<file path="config.mk">
export PLATFORM = sky130hd
export DESIGN_NAME = radio_freq_reply_parser_flat
export DESIGN_NICKNAME = d
export VERILOG_FILES = /design/src/rfrp_pkg.sv /design/src/rfrp_in_if.sv /design/src/rfrp_out_if.sv /design/src/rfrp_cell.sv /design/src/rfrp_decoder.sv /design/src/radio_freq_reply_parser.sv /design/src/flat_wrapper.sv
export SDC_FILE = /design/constraint.sdc
export NUM_CORES = 1
export LEC_CHECK = 0
export ABC_CLOCK_PERIOD_IN_PS = 6500
export BUFFER_PORTS_ARGS = -buffer_cell sky130_fd_sc_hd__buf_4
export CORE_MARGIN = 5
export CORE_UTILIZATION = 50
export DETAILED_ROUTE_END_ITERATION = 8
export PLACE_DENSITY = 0.71
export SKIP_CTS_REPAIR_TIMING = 1
export SLEW_MARGIN = 20
export SYNTH_ARGS = -nofsm -noshare
export SYNTH_HDL_FRONTEND = slang
export SYNTH_SLANG_ARGS = --single-unit
export TNS_END_PERCENT = 20
</file>
<file path="constraint.sdc">
create_clock -name clk -period 6.5 [get_ports clk]
set_input_delay 0.65 -clock clk [delete_from_list [all_inputs] [get_ports clk]]
set_output_delay 0.65 -clock clk [all_outputs]
set_load 0.02 [all_outputs]
</file>
<file path="src/rfrp_pkg.sv">
// ----------------------------------------------------------------------------
// rfrp_pkg: shared types and constants of the frequency reply parser
// Frame marker bytes, window geometry and the decoder result type.
// ----------------------------------------------------------------------------
package rfrp_pkg;

  localparam int unsigned WIN_DEPTH  = 10;  // bytes held before the current one
  localparam int unsigned BCD_PAIRS  = 5;   // BCD bytes in a frequency reply
  localparam int unsigned FIRST_BCD  = 5;   // window entry of the least significant pair

  localparam logic [7:0] FRAME_START     = 8'hFE;
  localparam logic [7:0] FROM_CONTROLLER = 8'hE0;
  localparam logic [7:0] CMD_READ_FREQ   = 8'h03;
  localparam logic [7:0] FRAME_END       = 8'hFD;

  typedef logic [7:0]  byte_t;
  typedef logic [31:0] freq_t;

  // BCD bytes in decode order: the most significant pair sits in the top byte.
  typedef logic [BCD_PAIRS*8-1:0] bcd_word_t;

  typedef struct packed {
    freq_t frequency_hz;
    logic  bad_digit;
  } result_t;

endpackage

</file>
<file path="src/rfrp_in_if.sv">
// ----------------------------------------------------------------------------
// rfrp_in_if: received byte channel
// Valid/ready channel carrying one serial byte and the restart flag.
// ----------------------------------------------------------------------------
interface rfrp_in_if;
  logic          valid;
  logic          ready;
  rfrp_pkg::byte_t rx_byte;
  logic          restart;

  modport source (output valid, output rx_byte, output restart, input ready);
  modport sink   (input valid, input rx_byte, input restart, output ready);
endinterface

</file>
<file path="src/rfrp_out_if.sv">
// ----------------------------------------------------------------------------
// rfrp_out_if: decoded frequency channel
// Valid/ready channel carrying the frequency in hertz and the bad digit flag.
// ----------------------------------------------------------------------------
interface rfrp_out_if;
  logic          valid;
  logic          ready;
  rfrp_pkg::freq_t frequency_hz;
  logic          bad_digit;

  modport source (output valid, output frequency_hz, output bad_digit, input ready);
  modport sink   (input valid, input frequency_hz, input bad_digit, output ready);
endinterface

</file>
<file path="src/rfrp_cell.sv">
// ----------------------------------------------------------------------------
// rfrp_cell: one stage of the byte window
// Holds one byte and its valid flag, and takes its neighbour's on each shift.
// ----------------------------------------------------------------------------
module rfrp_cell (
  input  logic            clk,
  input  logic            rst_n,
  input  logic            shift_en,
  input  logic            clear,
  input  rfrp_pkg::byte_t data_in,
  input  logic            valid_in,
  output rfrp_pkg::byte_t data_out,
  output logic            valid_out
);

  rfrp_pkg::byte_t data_r;
  logic            valid_r;

  always_ff @(posedge clk) begin
    if (shift_en) begin
      data_r <= data_in;
    end
  end

  // A cleared cell is refilled with an invalid byte from its neighbour.
  always_ff @(posedge clk) begin
    if (!rst_n) begin
      valid_r <= 1'b0;
    end else if (shift_en) begin
      valid_r <= valid_in && !clear;
    end
  end

  assign data_out  = data_r;
  assign valid_out = valid_r;

endmodule

</file>
<file path="src/rfrp_decoder.sv">
// ----------------------------------------------------------------------------
// rfrp_decoder: iterative BCD to binary converter
// One BCD pair per cycle: acc = acc*100 + hi*10 + lo, modulo 2^32.
// ----------------------------------------------------------------------------
module rfrp_decoder (
  input  logic                clk,
  input  logic                rst_n,
  input  logic                start,
  input  rfrp_pkg::bcd_word_t bcd_in,
  output logic                idle,
  output logic                res_valid,
  input  logic                res_ready,
  output rfrp_pkg::result_t   res
);

  localparam logic [1:0] ST_IDLE = 2'd0;
  localparam logic [1:0] ST_RUN  = 2'd1;
  localparam logic [1:0] ST_DONE = 2'd2;

  localparam int unsigned CNT_W = $clog2(rfrp_pkg::BCD_PAIRS);
  localparam int unsigned WORD_W = rfrp_pkg::BCD_PAIRS * 8;

  logic [1:0]          state_r, state_nxt;
  logic [CNT_W-1:0]    cnt_r, cnt_nxt;
  rfrp_pkg::bcd_word_t bcd_r, bcd_nxt;
  rfrp_pkg::freq_t     acc_r, acc_nxt;
  logic                bad_r, bad_nxt;

  logic [3:0]      hi;
  logic [3:0]      lo;
  logic [7:0]      pair_val;
  rfrp_pkg::freq_t scaled;

  // Non-decimal nibbles are taken at face value, so a pair can reach 165.
  assign hi       = bcd_r[WORD_W-1 -: 4];
  assign lo       = bcd_r[WORD_W-5 -: 4];
  assign pair_val = {1'b0, hi, 3'b000} + {3'b000, hi, 1'b0} + {4'b0000, lo};
  assign scaled   = acc_r * 32'd100;

  always_comb begin
    state_nxt = state_r;
    cnt_nxt   = cnt_r;
    bcd_nxt   = bcd_r;
    acc_nxt   = acc_r;
    bad_nxt   = bad_r;
    unique case (state_r)
      ST_IDLE: begin
        if (start) begin
          state_nxt = ST_RUN;
          cnt_nxt   = '0;
          bcd_nxt   = bcd_in;
          acc_nxt   = '0;
          bad_nxt   = 1'b0;
        end
      end
      ST_RUN: begin
        acc_nxt = scaled + {24'd0, pair_val};
        bad_nxt = bad_r || (hi > 4'd9) || (lo > 4'd9);
        bcd_nxt = {bcd_r[WORD_W-9:0], 8'h00};
        cnt_nxt = cnt_r + 1'b1;
        if (cnt_r == CNT_W'(rfrp_pkg::BCD_PAIRS - 1)) begin
          state_nxt = ST_DONE;
        end
      end
      ST_DONE: begin
        if (res_ready) begin
          state_nxt = ST_IDLE;
        end
      end
      default: begin
        state_nxt = ST_IDLE;
      end
    endcase
  end

  always_ff @(posedge clk) begin
    if (!rst_n) begin
      state_r <= ST_IDLE;
    end else begin
      state_r <= state_nxt;
    end
  end

  always_ff @(posedge clk) begin
    cnt_r <= cnt_nxt;
    bcd_r <= bcd_nxt;
    acc_r <= acc_nxt;
    bad_r <= bad_nxt;
  end

  assign idle             = (state_r == ST_IDLE);
  assign res_valid        = (state_r == ST_DONE);
  assign res.frequency_hz = acc_r;
  assign res.bad_digit    = bad_r;

endmodule

</file>
<file path="src/radio_freq_reply_parser.sv">
// ----------------------------------------------------------------------------
// radio_freq_reply_parser: frequency reply frame parser
// Watches received bytes for a read-frequency reply from the configured
// radio and reports the decoded frequency in hertz.
// ----------------------------------------------------------------------------
//
//   Channel   Direction  Carries
//   in_ch     sink       rx_byte (8 bits), restart (1 bit)
//   out_ch    source     frequency_hz (32 bits), bad_digit (1 bit)
//   cfg_*     write      radio_address (8 bits), written when cfg_we is high
//
// An item that closes no frame is taken while the decoder is idle.
// A matching frame occupies the decoder while it takes the five BCD pairs, one
// per cycle, through its multiply-add, and while it hands the result to the
// output register; the next item is taken only once that hand-over is done.
// If the output register still holds an earlier result that the sink has not
// taken, the hand-over, and with it the input, waits.
// Reset is synchronous and active low; it empties the window and clears
// radio_address.
// ----------------------------------------------------------------------------
module radio_freq_reply_parser (
  input  logic              clk,
  input  logic              rst_n,
  rfrp_in_if.sink           in_ch,
  rfrp_out_if.source        out_ch,
  input  logic              cfg_we,
  input  rfrp_pkg::byte_t   cfg_data
);

  localparam int unsigned DEPTH = rfrp_pkg::WIN_DEPTH;

  // Expected sender address of the reply.
  rfrp_pkg::byte_t radio_address_r;

  always_ff @(posedge clk) begin
    if (!rst_n) begin
      radio_address_r <= '0;
    end else if (cfg_we) begin
      radio_address_r <= cfg_data;
    end
  end

  // The window is a row of cells. Cell DEPTH-1 holds the newest byte and
  // feeds its neighbour, so cell 0 holds the oldest. Each cell keeps its own
  // valid flag, and since valid bits enter at the newest end, the oldest
  // cell's flag tells that the window is full.
  logic            in_fire;
  rfrp_pkg::byte_t win_data  [DEPTH];
  logic            win_valid [DEPTH];

  assign in_fire = in_ch.valid && in_ch.ready;

  for (genvar i = 0; i < DEPTH; i++) begin : g_cell
    if (i == DEPTH - 1) begin : g_newest
      // The current byte always enters as valid, even on a restart.
      rfrp_cell u_cell (
        .clk       (clk),
        .rst_n     (rst_n),
        .shift_en  (in_fire),
        .clear     (1'b0),
        .data_in   (in_ch.rx_byte),
        .valid_in  (1'b1),
        .data_out  (win_data[i]),
        .valid_out (win_valid[i])
      );
    end else begin : g_inner
      rfrp_cell u_cell (
        .clk       (clk),
        .rst_n     (rst_n),
        .shift_en  (in_fire),
        .clear     (in_ch.restart),
        .data_in   (win_data[i+1]),
        .valid_in  (win_valid[i+1]),
        .data_out  (win_data[i]),
        .valid_out (win_valid[i])
      );
    end
  end

  // A frame ends with the current byte. A restarting byte is kept out of the
  // match, so it can never close a frame.
  logic frame_hit;

  assign frame_hit = in_fire && !in_ch.restart && win_valid[0] &&
                     (in_ch.rx_byte == rfrp_pkg::FRAME_END) &&
                     (win_data[0] == rfrp_pkg::FRAME_START) &&
                     (win_data[1] == rfrp_pkg::FRAME_START) &&
                     (win_data[2] == rfrp_pkg::FROM_CONTROLLER) &&
                     (win_data[3] == radio_address_r) &&
                     (win_data[4] == rfrp_pkg::CMD_READ_FREQ);

  // The most significant pair is the newest window byte, so it leads.
  rfrp_pkg::bcd_word_t bcd_word;

  always_comb begin
    for (int k = 0; k < rfrp_pkg::BCD_PAIRS; k++) begin
      bcd_word[k*8 +: 8] = win_data[rfrp_pkg::FIRST_BCD + k];
    end
  end

  logic              dec_idle;
  logic              dec_valid;
  logic              dec_ready;
  rfrp_pkg::result_t dec_res;

  rfrp_decoder u_decoder (
    .clk       (clk),
    .rst_n     (rst_n),
    .start     (frame_hit),
    .bcd_in    (bcd_word),
    .idle      (dec_idle),
    .res_valid (dec_valid),
    .res_ready (dec_ready),
    .res       (dec_res)
  );

  // Bytes are taken only while no frame is being decoded, so a hit always
  // finds the decoder free.
  assign in_ch.ready = dec_idle;

  // Output register between the decoder and the result channel.
  logic              out_valid_r;
  rfrp_pkg::result_t out_res_r;

  assign dec_ready = !out_valid_r || out_ch.ready;

  always_ff @(posedge clk) begin
    if (!rst_n) begin
      out_valid_r <= 1'b0;
    end else if (dec_ready) begin
      out_valid_r <= dec_valid;
    end
  end

  always_ff @(posedge clk) begin
    if (dec_ready && dec_valid) begin
      out_res_r <= dec_res;
    end
  end

  assign out_ch.valid        = out_valid_r;
  assign out_ch.frequency_hz = out_res_r.frequency_hz;
  assign out_ch.bad_digit    = out_res_r.bad_digit;

endmodule

</file>
<file path="src/flat_wrapper.sv">
// flat-port wrapper written by rule: the top's interface ports become plain ports
module radio_freq_reply_parser_flat 
  (clk, rst_n, cfg_we, cfg_data, in_ch_valid, in_ch_rx_byte, in_ch_restart, in_ch_ready, out_ch_valid, out_ch_frequency_hz, out_ch_bad_digit, out_ch_ready);
  rfrp_in_if in_ch_i ();
  rfrp_out_if out_ch_i ();
  input  logic clk;
  input  logic rst_n;
  input  logic cfg_we;
  input  rfrp_pkg::byte_t cfg_data;
  input wire logic [$bits(in_ch_i.valid)-1:0] in_ch_valid;
  input wire logic [$bits(in_ch_i.rx_byte)-1:0] in_ch_rx_byte;
  input wire logic [$bits(in_ch_i.restart)-1:0] in_ch_restart;
  output wire logic [$bits(in_ch_i.ready)-1:0] in_ch_ready;
  output wire logic [$bits(out_ch_i.valid)-1:0] out_ch_valid;
  output wire logic [$bits(out_ch_i.frequency_hz)-1:0] out_ch_frequency_hz;
  output wire logic [$bits(out_ch_i.bad_digit)-1:0] out_ch_bad_digit;
  input wire logic [$bits(out_ch_i.ready)-1:0] out_ch_ready;
  assign in_ch_i.valid = in_ch_valid;
  assign in_ch_i.rx_byte = in_ch_rx_byte;
  assign in_ch_i.restart = in_ch_restart;
  assign in_ch_ready = in_ch_i.ready;
  assign out_ch_valid = out_ch_i.valid;
  assign out_ch_frequency_hz = out_ch_i.frequency_hz;
  assign out_ch_bad_digit = out_ch_i.bad_digit;
  assign out_ch_i.ready = out_ch_ready;
  radio_freq_reply_parser u_core (.clk(clk), .rst_n(rst_n), .in_ch(in_ch_i), .out_ch(out_ch_i), .cfg_we(cfg_we), .cfg_data(cfg_data));
endmodule
</file>
======== Word-level counts from Yosys, hierarchy flattened ========
Index checks and enable logic that the tools add are counted.
storage, ports and cells
  input port bits ......................... 22
  output and inout bits ................... 35
  logic and storage cells ................. 88
  register bits after elaboration ......... 210
cells by class
  multiply operators ...................... 1
  mux-type cells .......................... 12
  add/subtract/negate cells ............... 4
  magnitude comparators ................... 2
  reduce and logical (&&, ||, !) cells .... 28
  equal/unequal tests ..................... 12
operators with widths
  cell                     number
  $pmux W40 S2             1
  $pmux W32 S2             1
  $mux W40                 1
  $add A32 B8 Y32          1
  $eq A8 B8 Y1 const B     4
  $mul A32 B5 Y30 const B  1
  $mux W32                 1
  $logic_and A1 B1 Y1      19
  $add A7 B5 Y8            1
  $add A8 B4 Y8            1
  $eq A8 B2 Y1 const B     1
  $eq A8 B8 Y1             1
  $gt A4 B4 Y1 const B     2
  $mux W2                  3
  $ne A2 B2 Y1 const B     3
  $pmux W2 S3              1
  $pmux W3 S2              1
  $add A3 B1 Y3 const B    1
  $eq A3 B3 Y1 const B     1
  $logic_or A1 B1 Y1       3
  $mux W3                  1
  $reduce_and A3 Y1        1
  $eq A2 B1 Y1 const B     1
  $eq A2 B2 Y1 const B     1
  6 further kinds          7

======== Longest topological paths before layout ========
Gate-level depths: netlist of run 1.
  word-level depth ........................ 12
  mapped depth ............................ 16
  mapped depth without buffers ............ 15

======== Cells and area by module ========
A second synthesis of run 1 with hierarchy kept.
second synthesis, totals
  cells, all modules ...................... 989
  area total of the unflattened synthesis .. 11467.2 um^2
modules (own cells, without submodules)
  module                   area an instance (um^2)  sequential area each (um^2)  cells an instance  times used
  rfrp_decoder             7119.3                   2322.2                       775                1
  rfrp_cell                280.3                    260.2                        12                 10
  radio_freq_reply_parser  1545.2                   1171.1                       94                 1

======== Worst setup path before layout of run 1 ========
Ideal clock, no wire load.
  path kind ............................... register to register
  start point ............................. reg u_core.u_decoder.state_r[1]
  end point ............................... reg u_core.u_decoder.acc_r[0], enable pin
  arrival ................................. 4716 ps
  period minus slack after synthesis ...... 5153 ps
  setup slack ............................. 1347 ps
  setup time .............................. 436 ps
  path buffers ............................ 0
  required time ........................... 6064 ps
  stages on the path, launching flop included .. 8
  path through ............................ dfxtp_1 > nor2_1 > nand2_1 > inv_1 > nand4_1 > nor3_1 > nand3_1 > nand2_1
between the ends
  cells in the longest elaborated chain, start to end .. 12
  elaborated cells on any way between the ends .. 14
  those cells by class .................... eq/ne (2); reduce/logical (12)
RTL lines
  item                                          line                           text
  from (decl)                                   rfrp_decoder.sv:23             logic [1:0] state_r, state_nxt;
  from (signal assigned)                        rfrp_decoder.sv:80             state_r <= state_nxt;
  $logic_not A2 Y1                              rfrp_decoder.sv:91             assign idle = (state_r == ST_IDLE);
  net in_ch_ready                               flat_wrapper.sv:13             output wire logic [$bits(in_ch_i.ready)-1:0] in_ch_ready;
  $logic_and A1 B1 Y1                           radio_freq_reply_parser.sv:51  assign in_fire = in_ch.valid && in_ch.ready;
  net u_core.g_cell[0].g_inner.u_cell.shift_en  rfrp_cell.sv:8                 input logic shift_en,
  $logic_and A1 B1 Y1 (3 in a row)              radio_freq_reply_parser.sv:84  assign frame_hit = in_fire && !in_ch.restart && win_valid[0] &&
  $logic_and A1 B1 Y1                           radio_freq_reply_parser.sv:85  (in_ch.rx_byte == rfrp_pkg::FRAME_END) &&
  $logic_and A1 B1 Y1                           radio_freq_reply_parser.sv:86  (win_data[0] == rfrp_pkg::FRAME_START) &&
  $logic_and A1 B1 Y1                           radio_freq_reply_parser.sv:87  (win_data[1] == rfrp_pkg::FRAME_START) &&
  $logic_and A1 B1 Y1                           radio_freq_reply_parser.sv:88  (win_data[2] == rfrp_pkg::FROM_CONTROLLER) &&
  $logic_and A1 B1 Y1                           radio_freq_reply_parser.sv:89  (win_data[3] == radio_address_r) &&
  $ne A2 B2 Y1 (no line)                        --
  $reduce_and A2 Y1 (no line)                   --
  to (signal assigned)                          rfrp_decoder.sv:87             acc_r <= acc_nxt;
  to (decl)                                     rfrp_decoder.sv:26             rfrp_pkg::freq_t acc_r, acc_nxt;
The timed path passes the listed nets, and every way through them passes these cells.
A chain may end at the register's enable or synchronous reset.

======== Worst setup path in the final report of run 1 ========
  start point ............................. reg u_core.u_decoder.acc_r[6]
  end point ............................... reg u_core.u_decoder.acc_r[29] (data pin)
between the ends
  cells in the longest elaborated chain, start to end .. 3
RTL lines
  item             line                text
  $mul A32 B5 Y30  rfrp_decoder.sv:38  assign scaled = acc_r * 32'd100;
  $add A32 B8 Y32  rfrp_decoder.sv:57  acc_nxt = scaled + {24'd0, pair_val};
  $pmux W32 S2     rfrp_decoder.sv:46  unique case (state_r)
No other way between the ends.

==> out/metrics.csv, run 1 <==
metric,value,unit
status,"complete, no violations",
CTS buffer count,23,
CTS tree,built,
slowest cell on the critical path,a211oi_1,
DRT Pass-1 Iters,5,
worst-skew pair later-pin latency,0.53,ns
area post-placement,12090,sq um
post-route minimum period,4.947,ns
Total GRT Usage,16.64,%
Synth Warn #,0,
synth unique cells,66,
Final HPWL DP,15.13,mm
clock skew,0.02238,ns
Hold Crit Start,in_ch_rx_byte[3],
drt wl/cell,16.16,um
root buffer cell,clkbuf_16,
final hold viol count,0,
Max VDD drop,0.0001621,V
PwrDens,229.8,nW/um^2
Worst-Margin Slew,1.044,ns
worst-path maximum fanout,8,
WS Path Type,reg2reg,
CP Capture Type,flop,
CP Cell Sequence,ha_1 -> ha_1 -> inv_1 -> fa_1 -> inv_1 -> ha_1 -> nand2_1 -> a211oi_1 -> o41a_1 -> nor2_2 -> a211o_1 -> a211oi_1 -> nand4_1 -> o41ai_1 -> a21oi_1,
logic gate share of total power,1.7,%
async set-reset flop share out of synthesis,0,%
Post-Syn Area,11370,sq um
initial antenna violation count,0,
clk sinks,210,
Peak Freq,0.2021,GHz
Slew HR,30.41,%
first-pass GRT wire length,35.59,mm
post-synthesis area per instance,11.68,sq um
Worst Hold Class,in2reg,
core area,22500,sq um
max_cap viols,0,
"Buf+Inv Stages, Crit Path",2,
Starting Density,50.54,%
top cell type by total area after synthesis,edfxtp_1,
via count,7194,
Register-to-Register Setup Slack,1.55,ns
Synth Net Count,1118,
layout cells sized above 1,11.24,%
total negative setup slack,0,ns
Post-Route WL,21.58,mm
Final setup viols,0,
synthesized flop and latch total,210,
# IOs,57,
Required @ worst endpoint,6.73,ns
Layout Cell Area excl Fill,12930,sq um
"CTS clk-pin slew, worst paths",0.06,ns
area share of the largest cell type after synthesis,49.90,%
WHS Path Cells,1,
Worst Hold End,u_core.g_cell[9].g_newest.u_cell.data_out[3],
Post-Syn Instances,974,
ant diodes,0,
Clock Power Share,47.2,%
input/output buffers,56,
Cell Rows,55,
H-tree depth,1,
Switching Share,19.84,%
crit share post-route,76.11,%
"EDFF count, synth",189,
CP peak stage delay,0.51,ns
Area Overhead vs Synth,13.72,%
Internal Power,0.002382,W
commonest cells in the netlist,"edfxtp_1, nand2_1, inv_1, ha_1, a21oi_1",
sequential share of power,51.0,%
vias per cell,5.389,
Die Area,25860,sq um
Most used DFF post-synth,edfxtp_1,
gp weighted congestion,0.8455,
top-count cell post-synth,edfxtp_1,
"delay-heaviest family, CP",compound AO/OA/AOI/OAI gates,
"Top cell by count, worst path",ha_1,
CP arrival,5.18,ns
r2r worst-path depth,15,
"Seq/Total Area, Yosys",53.60,%
largest net degree at the start of global routing,83,
maximum clock insertion buffer count,3,
Post-route DRC,0,
Area contributors post-synth,"edfxtp_1, ha_1, fa_1",
CP Launch Type,flop,
number of global-route vias before repair,7105,
drt initial violations,421,
unrepaired setup endpoints after global routing,false,
antenna-violating nets left,0,
grt ovf,0,
Slew Limit Fails,0,
sw power,0.0005898,W
die height,160.8,um
DIE WIDTH,160.8,um
WHS,0.3070,ns
Leak Pwr,5.268,nW
nets@finish,1177,
worst reg2reg endpoint,u_core.u_decoder.acc_r[29],
Worst R2R Start,u_core.u_decoder.acc_r[6],
==> metal layers <==
metal | up-vias | wire, um | part of all wire [%] | track usage [%]
li1 | 3535 | - | - | -
met1 | 3486 | 9554 | 44 | 22.19
met2 | 135 | 10660 | 49 | 28.72
met3 | 38 | 834 | 3.9 | 2.284
met4 | 0 | 533 | 2.5 | 4.575
met5 | - | 0 | 0 | 0
==> cell families after synthesis <==
kind of cell	Yosys count	share of synthesized area, %
and+or+nand+nor	318	14.64
DFF	210	53.60
buffers and inverters	146	4.896
AOI/OAI and AO/OA	124	7.250
adders and majority gates	122	15.34
xor gates and xnor gates	43	3.311
muxes	11	0.9681
==> metrics by stage <==
stage / utilization [%] / total power [W] / cells / worst slack, ns
floorplan: - / 0.001573 / 974 / 1.347
global placement: 53.71 / 0.001596 / 1292 / 1.711
detailed placement: 53.71 / 0.001598 / 1292 / 1.651
CTS: 57.39 / 0.003006 / 1334 / 1.583
global route: 57.48 / 0.003073 / 1335 / 1.312
finish: 57.48 / 0.002972 / 1335 / 1.553
==> area by class of cell <==
class / count / area, sq um
inverter: 120 / 450.4
tap: 285 / 356.6
multi-input combinational: 618 / 4741
clock buffer: 28 / 634.4
fill: 1844 / 9569
clock inverter: 14 / 192.7
sequential: 210 / 6096
timing repair buffer: 60 / 462.9
==> registers in the layout, indices dropped and copies added (netlist names) <==
signal / count
u_core.g_cell.g_inner.u_cell.data_out: 72
u_core.u_decoder.bcd_r: 40
u_core.out_ch.frequency_hz: 32
u_core.u_decoder.acc_r: 32
u_core.g_cell.g_inner.u_cell.valid_out: 9
u_core.g_cell.g_newest.u_cell.data_out: 8
u_core.radio_address_r: 8
u_core.u_decoder.cnt_r: 3
u_core.u_decoder.state_r: 2
u_core.g_cell.g_newest.u_cell.valid_out: 1
u_core.out_ch.bad_digit: 1
u_core.out_ch.valid: 1
u_core.u_decoder.bad_r: 1
==> worst max-delay path by stage <==
stage	end	depth (start not counted)	from	slack, ns
after floorplan	u_core.u_decoder.acc_r[0]	7	u_core.u_decoder.state_r[1]	1.35
after global placement	u_core.u_decoder.acc_r[29]	15	u_core.u_decoder.acc_r[6]	1.71
after detailed placement	u_core.u_decoder.acc_r[29]	15	u_core.u_decoder.acc_r[6]	1.65
after CTS	u_core.u_decoder.acc_r[29]	15	u_core.u_decoder.acc_r[6]	1.58
after global routing	u_core.u_decoder.acc_r[29]	15	u_core.u_decoder.acc_r[6]	1.31
final	u_core.u_decoder.acc_r[29]	15	u_core.u_decoder.acc_r[6]	1.55
==> power groups by stage <==
stage	clock, W	combinational (W)	sequential [W]
floorplan	0	0.0000334	0.00154
global placement	0	0.0000509	0.00154
detailed placement	0	0.0000520	0.00155
CTS	0.00144	0.0000523	0.00152
global route	0.00150	0.0000576	0.00152
finish	0.00140	0.0000514	0.00152
==> worst reg2reg max path, stage by stage, from the launching register on <==
cell and delay [ns]:
edfxtp_1 0.50, ha_1 0.33, ha_1 0.28, inv_1 0.05, fa_1 0.50, inv_1 0.05, ha_1 0.43, nand2_1 0.09
a211oi_1 0.37, o41a_1 0.33, nor2_2 0.13, a211o_1 0.34, a211oi_1 0.51, nand4_1 0.29, o41ai_1 0.35, a21oi_1 0.11
==> layout by cell type (no fill, tap or decap), types with 21 or more instances in the layout <==
cell type	n
ha_1	93
dfxtp_1	21
fa_1	29
nor2b_1	23
xnor2_1	31
a21oi_1	39
edfxtp_1	189
nor2_1	30
buf_4	59
inv_1	119
and2_1	24
clkbuf_16	23
nand2_1	125
(Power assumes the default switching activity.)
==> inputs of run 2 (changes only) <==
- ABC_AREA: default -> 1
- ABC_CLOCK_PERIOD_IN_PS: 6500 -> 4500
- PLACE_DENSITY: 0.71 -> 0.74
- clock period: 6.5 -> 4.5 ns (I/O delays scaled with it)
==> run 2 against run 1 <==
Compared with the run above:
- first-iteration DRC count is 46% higher
- critical path depth up 6
- clock power is 25% higher
- maximum frequency is 17% higher
- setup slack got worse by 1.3 ns
- synthesized area is 5.6% higher
- flip-flop and latch count stayed put
- largest power group unchanged
- cell area grew 5.1%
- cell count is 25% higher
- utilization increased by 0.26 points
- combinational power increased by 43%
==> out/metrics.csv, run 2 <==
metric,value,unit
Worst Hold Class,in2reg,
Worst R2R Start,u_core.u_decoder.acc_r[1],
via count,8359,
clk sinks,210,
input/output buffers,56,
maximum clock insertion buffer count,3,
Leak Pwr,6.511,nW
top-count cell post-synth,nand2_1,
Cell Rows,56,
Total GRT Usage,17.64,%
Setup crit start,u_core.u_decoder.acc_r[1],
nets@finish,1479,
CP arrival,4.48,ns
Cells after DPL,1625,
"most common cell after layout, fill and taps aside",nand2_1,
Synth Net Count,1407,
drt wl/cell,14.13,um
Synth Warn #,0,
"CTS clk-pin slew, worst paths",0.07,ns
post-route minimum period,4.213,ns
async set-reset flop share out of synthesis,0,%
ant diodes,0,
"Seq/Total Area, Yosys",50.76,%
synthesized flop and latch total,210,
DIE WIDTH,165.0,um
Largest register FFs,72,
Starting Density,51.01,%
crit path to,u_core.u_decoder.acc_r[24],
worst reg2reg endpoint,u_core.u_decoder.acc_r[24],
antenna-violating nets left,0,
CTS buffer count,22,
Post-Route WL,23.58,mm
DRT Pass-1 Iters,5,
first-pass GRT wire length,38.70,mm
"EDFF count, synth",189,
CP Launch Type,flop,
vias per cell,5.008,
CP Capture Type,flop,
Required @ worst endpoint,4.76,ns
Final HPWL DP,17.25,mm
Area Overhead vs Synth,13.18,%
core area,23540,sq um
top cell type by total area after synthesis,edfxtp_1,
layout cells sized above 1,13.70,%
max_cap viols,0,
clock skew,0.01179,ns
status,"complete, no violations",
worst-skew pair later-pin latency,0.51,ns
CTS tree,built,
# IOs,57,
drt initial violations,615,
fin cells,1669,
gp weighted congestion,0.9078,
unrepaired setup endpoints after global routing,true,
die height,165.0,um
WHS,0.1352,ns
Final setup viols,0,
WS Path Type,reg2reg,
final hold viol count,0,
grt ovf,0,
root buffer cell,clkbuf_16,
post-synthesis area per instance,9.508,sq um
Peak Freq,0.2374,GHz
Slew HR,27.72,%
Slew Limit Fails,0,
Die Area,27220,sq um
synth unique cells,45,
Post-Syn Instances,1263,
PwrDens,295.0,nW/um^2
largest net degree at the start of global routing,90,
commonest cells in the netlist,"nand2_1, inv_1, edfxtp_1, ha_1, nor2_1",
r2r worst-path depth,21,
Area contributors post-synth,"edfxtp_1, ha_1, nand2_1",
"commonest non-fill, non-tap cells in the layout","nand2_1, inv_1, edfxtp_1",
Post-Syn Area,12010,sq um
number of global-route vias before repair,8061,
Register-to-Register Setup Slack,0.29,ns
area share of the largest cell type after synthesis,47.26,%
Worst-Margin Slew,1.084,ns
worst-path maximum fanout,7,
Most used DFF post-synth,edfxtp_1,
Post-Route Utilization,57.73,%
Post-route DRC,0,
H-tree depth,1,
crit share post-route,93.62,%
initial antenna violation count,0,
Max VDD drop,0.0003568,V
run 2: cell count changes in the layout (fill, tap and decap cells not counted), sizes merged, moves of 44 or more:
cell and delta:
nor2 +81, inv +136, nand3 +44, nand2 +200
run 2: how the worst min path moves through the flow:
| stage | startpoint | to | slack [ns] | cells past startpoint |
|---|---|---|---|---|
| 3_3_place_gp | u_core.u_decoder.acc_r[31] | u_core.out_ch.frequency_hz[31] | 0.41 | 0 |
| 5_1_grt | in_ch_rx_byte[3] | u_core.g_cell[9].g_newest.u_cell.data_out[3] | 0.11 | 1 |
| 4_1_cts | in_ch_rx_byte[4] | u_core.g_cell[9].g_newest.u_cell.data_out[4] | 0.12 | 1 |
| 2_1_floorplan | u_core.u_decoder.acc_r[30] | u_core.out_ch.frequency_hz[30] | 0.40 | 0 |
| 3_5_place_dp | u_core.u_decoder.acc_r[31] | u_core.out_ch.frequency_hz[31] | 0.42 | 0 |
| 6_report | in_ch_rx_byte[4] | u_core.g_cell[9].g_newest.u_cell.data_out[4] | 0.14 | 1 |
run 2: cells by family after synthesis:
group / after synthesis / synth area share [%]
buf+inv: 272 / 8.575
fa+ha+maj: 122 / 14.52
xor+xnor: 14 / 1.084
simple gates: 540 / 20.31
flops: 210 / 50.76
compound gates: 105 / 4.751
run 2: cell type report:
cell class                 count  area [sq um]
sequential                   210          6096
clock inverter                15         118.9
multi-input combinational    781          4945
fill                        2053          9951
timing repair buffer          64         493.0
tap                          319         399.1
clock buffer                  24         579.3
inverter                     256         960.9
run 2: stage by stage:
step | area (sq um) | TNS (ns) | setup WS, ns | power [W]
final | 13590 | 0 | 0.2869 | 0.004009
after global routing | 13590 | -0.008138 | -0.008138 | 0.004149
after CTS | 13500 | 0 | 0.1696 | 0.004052
after detailed placement | 12800 | 0 | 0.2035 | 0.002304
after global placement | 12800 | 0 | 0.3410 | 0.002297
after floorplan | 12010 | 0 | 0.5609 | 0.002267
run 2: power by group:
group          internal, W  total (W)  switching (W)
Combinational    0.0000288  0.0000737      0.0000450
Sequential         0.00217    0.00219      0.0000215
Clock             0.000995    0.00175       0.000753
Total              0.00319    0.00401       0.000819
run 2: routing by layer:
layer	vias to the layer above	track usage, %	share of wire [%]
met5	-	0	0
met4	0	5.293	2.8
met3	48	2.321	4.8
met2	201	29.20	47
met1	3870	24.39	46
li1	4240	-	-
run 2: critical path, stage by stage, from the launching register on:
cell	delay, ns
edfxtp_1	0.47
ha_1	0.33
ha_1	0.30
ha_1	0.30
inv_1	0.06
fa_1	0.52
inv_1	0.04
ha_1	0.32
ha_4	0.29
nand2_1	0.04
inv_1	0.05
nand3_1	0.07
nand2_1	0.10
nand2_1	0.07
nand2_2	0.10
nand4_4	0.13
nor2_4	0.20
nand4_4	0.12
nor2_4	0.22
nand2_2	0.07
o21ai_1	0.12
nor2_1	0.05
